### config.mk
export PLATFORM = sky130hd
export DESIGN_NAME = lzwc_ofifo_flat
export DESIGN_NICKNAME = d
export VERILOG_FILES = /design/src/rtl/lzwc_pkg.sv /design/src/rtl/lzwc_if.sv /design/src/rtl/lzwc_ofifo.sv /design/src/flat_wrapper.sv
export SDC_FILE = /design/constraint.sdc
export NUM_CORES = 1
export LEC_CHECK = 0
export ABC_CLOCK_PERIOD_IN_PS = 4400
export BUFFER_PORTS_ARGS = -buffer_cell sky130_fd_sc_hd__clkbuf_2
export CAP_MARGIN = 20
export CORE_MARGIN = 3
export CORE_UTILIZATION = 30
export CTS_CLUSTER_SIZE = 24
export DETAILED_ROUTE_END_ITERATION = 16
export GPL_TIMING_DRIVEN = 1
export SLEW_MARGIN = 10
export SYNTH_ARGS = -nofsm -noshare
export SYNTH_HDL_FRONTEND = slang
export SYNTH_SLANG_ARGS = --single-unit
### constraint.sdc
create_clock -name i_clk -period 4.4 [get_ports i_clk]
set_input_delay 0 -clock i_clk [delete_from_list [all_inputs] [get_ports i_clk]]
set_output_delay 0 -clock i_clk [all_outputs]
set_load 0.02 [all_outputs]
### src/rtl/lzwc_pkg.sv
// Shared constants and types of the LZW byte compressor.
`timescale 1ns / 1ps
package lzwc_pkg;

    localparam int CODE_BITS_DEF = 12;
    localparam int BYTE_BITS     = 8;
    localparam int FIRST_CODE    = 256;
    localparam int EPOCH_BITS    = 4;

    // Operations that the controller asks of the dictionary.
    typedef struct packed {
        logic lookup;
        logic probe_next;
        logic insert;
        logic new_epoch;
    } t_dict_req;

    // Dictionary status, valid in the cycle after a lookup or probe.
    typedef struct packed {
        logic busy;
        logic hit;
        logic vacant;
    } t_dict_stat;

endpackage

### src/rtl/lzwc_if.sv


interface lzwc_code_if #(
    parameter int CODE_BITS = 12
);
    logic                 valid;
    logic                 ready;
    logic [CODE_BITS-1:0] code_word;
    logic                 final_code;

    modport source (output valid, output code_word, output final_code, input ready);
    modport sink   (input valid, input code_word, input final_code, output ready);
endinterface

### src/rtl/lzwc_ofifo.sv
// Four-entry result queue in front of the code output channel.
`timescale 1ns / 1ps
module lzwc_ofifo #(
    parameter int CODE_BITS = lzwc_pkg::CODE_BITS_DEF
) (
    input  logic                 i_clk,
    input  logic                 i_rst_n,
    input  logic                 i_push,
    input  logic [CODE_BITS-1:0] i_code,
    input  logic                 i_final,
    output logic                 o_room2,
    lzwc_code_if.source          o_code_ch
);
    localparam int DEPTH = 4;
    localparam int PTR_BITS = 2;

    logic [CODE_BITS:0]  q_data [DEPTH];
    logic [PTR_BITS-1:0] r_wr_ptr, r_rd_ptr;
    logic [PTR_BITS:0]   r_count;
    logic                pop;

    assign pop = o_code_ch.valid && o_code_ch.ready;

    always_ff @(posedge i_clk) begin
        if (i_push) begin
            q_data[r_wr_ptr] <= {i_final, i_code};
        end
    end

    always_ff @(posedge i_clk) begin
        if (!i_rst_n) begin
            r_wr_ptr <= '0;
            r_rd_ptr <= '0;
            r_count  <= '0;
        end else begin
            if (i_push) begin
                r_wr_ptr <= r_wr_ptr + PTR_BITS'(1);
            end
            if (pop) begin
                r_rd_ptr <= r_rd_ptr + PTR_BITS'(1);
            end
            r_count <= r_count + (PTR_BITS+1)'(i_push) - (PTR_BITS+1)'(pop);
        end
    end

    assign o_room2              = (r_count <= (PTR_BITS+1)'(DEPTH - 2));
    assign o_code_ch.valid      = (r_count != '0);
    assign o_code_ch.code_word  = q_data[r_rd_ptr][CODE_BITS-1:0];
    assign o_code_ch.final_code = q_data[r_rd_ptr][CODE_BITS];

endmodule
### src/flat_wrapper.sv
// flat-port wrapper written by rule: the top's interface ports become plain ports
module lzwc_ofifo_flat 
#(
    parameter int CODE_BITS = lzwc_pkg::CODE_BITS_DEF
)
  (i_clk, i_rst_n, i_push, i_code, i_final, o_room2, o_code_ch_valid, o_code_ch_code_word, o_code_ch_final_code, o_code_ch_ready);
  lzwc_code_if #(.CODE_BITS(CODE_BITS)) o_code_ch_i ();
  input  logic i_clk;
  input  logic i_rst_n;
  input  logic i_push;
  input  logic [CODE_BITS-1:0] i_code;
  input  logic i_final;
  output logic o_room2;
  output wire logic [$bits(o_code_ch_i.valid)-1:0] o_code_ch_valid;
  output wire logic [$bits(o_code_ch_i.code_word)-1:0] o_code_ch_code_word;
  output wire logic [$bits(o_code_ch_i.final_code)-1:0] o_code_ch_final_code;
  input wire logic [$bits(o_code_ch_i.ready)-1:0] o_code_ch_ready;
  assign o_code_ch_valid = o_code_ch_i.valid;
  assign o_code_ch_code_word = o_code_ch_i.code_word;
  assign o_code_ch_final_code = o_code_ch_i.final_code;
  assign o_code_ch_i.ready = o_code_ch_ready;
  lzwc_ofifo #(.CODE_BITS(CODE_BITS)) u_core (.i_clk(i_clk), .i_rst_n(i_rst_n), .i_push(i_push), .i_code(i_code), .i_final(i_final), .o_room2(o_room2), .o_code_ch(o_code_ch_i));
endmodule
==> results.py <==
metrics = {
    "status": {
        "status": "complete, no violations",
    },
    "die": {
        "die_w_um": 94.72,
        "rows": 31,
        "coreArea_mm2": 0.007447,
        "io_pins": 32,
        "die_h_um": 94.72,
        "initial_core_util": 0.3170,
        "die_area_mm2": 0.008971,
    },
    "timing": {
        "relSlewSlack": 0.4214,
        "clock_skew_ps": 7.638,
        "fin_crit_sh": 0.4760,
        "slew_viol_final": 0,
        "timing.fmax_ghz": 0.4775,
        "fin_ws_ps": 2306,
        "rsz0062_at_grt": "false",
        "tightestPinTransition_ps": 866.8,
        "finalHoldViolCount": 0,
        "final.setup.tns_ps": 0,
        "finalSetupViolCount": 0,
        "fin_crit_ps": 2094,
    },
    "grt": {
        "antenna_found_initial": 0,
        "grt_pass1_wl_um": 6582,
        "grt_max_degree": 14,
        "grt_pass1_vias": 1332,
        "grt_overflow_total": 0,
        "gr-usage-all-layers": 0.1042,
    },
    "synth": {
        "ys.flop_type": "edfxtp_1",
        "ys_seq_area_frac": 0.7377,
        "yosysTopAreaCellShare": 0.6614,
        "syn_area_mm2": 0.002361,
        "avgSynthCellArea_um2": 20.71,
        "synthesis.nets": 139,
        "postSynthCellCount": 114,
        "synth_cell_type_count": 19,
        "synthMuxAreaShare": 0.1457,
        "synth_edf_count": 52,
        "yosysTopAreaCell": "edfxtp_1",
        "ys_seq_elements": 61,
        "synthXorXnorAreaFrac": 0.007419,
        "ys_warn_count": 0,
        "synth_compound_area_frac": 0.01113,
        "synth-simple-area-share": 0.03445,
        "synth_area_leaders": "edfxtp_1 66%, mux4_2 9.5%, dfxtp_1 7.6%",
        "synth-adder-area-share": 0.04557,
        "async_flop_share": 0,
        "synth_top_family_by_area": "multiplexers",
    },
    "final_layout": {
        "antenna_cells": 0,
        "final_cell_mix": "52 x edfxtp_1, 31 x clkbuf_2, 14 x dlygate4sd3_1, 10 x mux4_2",
        "syn_to_final_growth_pct": 27.19,
        "layout.nets": 193,
        "mostFrequentLayoutCell": "edfxtp_1",
        "drive_gt1_frac": 0.3295,
    },
    "setup_path": {
        "r2r_start": "u_core.r_count[1]",
        "reg2reg_to": "u_core.r_count[2]",
        "slowest_delay_ps": 370,
        "crit_type": "flop to flop",
        "crit_buf_inv": 2,
        "crit_family": "adder cells",
        "ff2ff_path_depth": 8,
        "arrival_ps": 2320,
        "cp-start-kind": "flop",
        "worst-r2r-setup-slack_ps": 2310,
        "crit_required_ps": 4620,
        "crit_slowest_cell": "o31a_1",
        "crit_fanout": 5,
        "end_kind": "flop",
        "path_cells": "o31a_1 -> ha_1 -> inv_1 -> ha_1 -> inv_1 -> fa_1 -> xor2_1 -> and2_1",
    },
    "worst_hold_path": {
        "hold_end": "u_core.r_wr_ptr[1]",
        "hold_depth": 3,
        "hold_path_class": "primary input to flop",
        "hp-start": "i_push",
    },
    "job": {
        "drv_cap": 0,
    },
    "clock_network": {
        "worst_setup_hold_path_clk_slew_ps": 60,
        "cts_buffers": 9,
        "postCtsResizedCells": 0,
        "cts_tree": "done",
        "htree_levels": 3,
        "cts_root_buf": "clkbuf_8",
        "post_cts_buffers": 0,
        "clock-sinks": 61,
        "cts_buffer_depth": 2,
        "insertion_delay_ps": 330,
    },
    "placement": {
        "place_congestion": 0.6869,
        "hpwl_um": 2836,
        "dpl_worst_slack_ps": 2292,
        "io_buffers": 31,
    },
    "detailed_routing": {
        "ant_nets": 0,
        "vias_per_cell": 4.408,
        "drtPass1Iterations": 4,
        "num_vias": 1199,
        "detail_route.wl_per_cell_um": 15.24,
        "routed_wirelength_um": 4144,
        "drt_iter0_markers": 57,
        "route.detailed.drc": 0,
    },
    "power_and_ir_drop": {
        "p_leak_nw": 1.091,
        "ir_drop_mv": 0.2976,
        "power_density_mw_per_mm2": 545.3,
    },
}
worst min-delay path: stages:
cell and delay (ps):
clkbuf_2 160, mux2i_1 90, nor2b_1 100
logic make-up (layout without fill, tap and decap cells):
logic type,Yosys count,after routing
compound gates,3,3
fa+ha+maj,8,8
flops,61,61
mux,17,17
simple gates,14,14
buf+inv,9,68
xor+xnor,2,2
synth_stat cells (2+ instances only):
cell       n
edfxtp_1  52
mux4_1     3
ha_1       7
inv_1      7
nand2_1    2
xor2_1     2
dfxtp_1    9
and2_1     7
mux4_2    10
nand2b_1   2
mux2i_1    4
nor2b_1    2
final cells by class:
cell class | instances | area [um2]
well taps | 99 | 123.9
flip-flops and latches | 61 | 1742
fillers | 709 | 4444
repair buffers | 45 | 295.3
multi-input cells | 44 | 576.8
inverters | 7 | 26.28
clock inverters | 6 | 111.4
clock buffers | 10 | 127.6
where the power goes:
part | total, mW | internal [mW] | switching (mW)
registers | 0.725 | 0.674 | 0.0504
clock network | 0.581 | 0.376 | 0.205
logic | 0.332 | 0.159 | 0.173
sequential cells by signal, indices dropped and copies added, names as in the netlist, named ones only:
signal and flops:
u_core.q_data 52, u_core.r_count 3, u_core.r_rd_ptr 2, u_core.r_wr_ptr 2
metrics by stage:
step                      cells  instance area, um2  hold slack (ps)  utilization  power [mW]
after floorplan             114                2361            98.87            -      0.9605
after global placement      242                2624            215.7       0.3523       1.037
after detailed placement    242                2624            226.8       0.3523       1.070
after CTS                   272                3003            41.39       0.4032       1.665
after global routing        272                3003            81.24       0.4032       1.716
final                       272                3003            61.39       0.4032       1.637
per-layer routing:
metal / track usage / share of wire / up-vias
li1: - / - / 558
met1: 0.1117 / 0.39 / 595
met2: 0.1732 / 0.52 / 38
met3: 0.05100 / 0.072 / 8
met4: 0.04688 / 0.018 / 0
met5: 0 / 0 / -
how the worst max path moves through the flow:
stage,start,endpoint,slack [ps],cells past startpoint
6_report,u_core.r_count[1],u_core.r_count[2],2310,8
5_1_grt,flop,o_code_ch_code_word[8],2140,2
4_1_cts,flop,o_code_ch_code_word[8],2230,2
3_5_place_dp,u_core.r_count[1],u_core.r_count[2],2290,8
3_3_place_gp,u_core.r_count[1],u_core.r_count[2],2430,8
2_1_floorplan,u_core.r_count[1],u_core.r_count[2],2450,8
repair_timing:
action | in CTS | in global routing
setup endpoints to repair | 0 | 0
hold buffers | 14 | 0
hold endpoints to repair | 54 | 0
No activity file was read; power rests on OpenSTA's default activity.
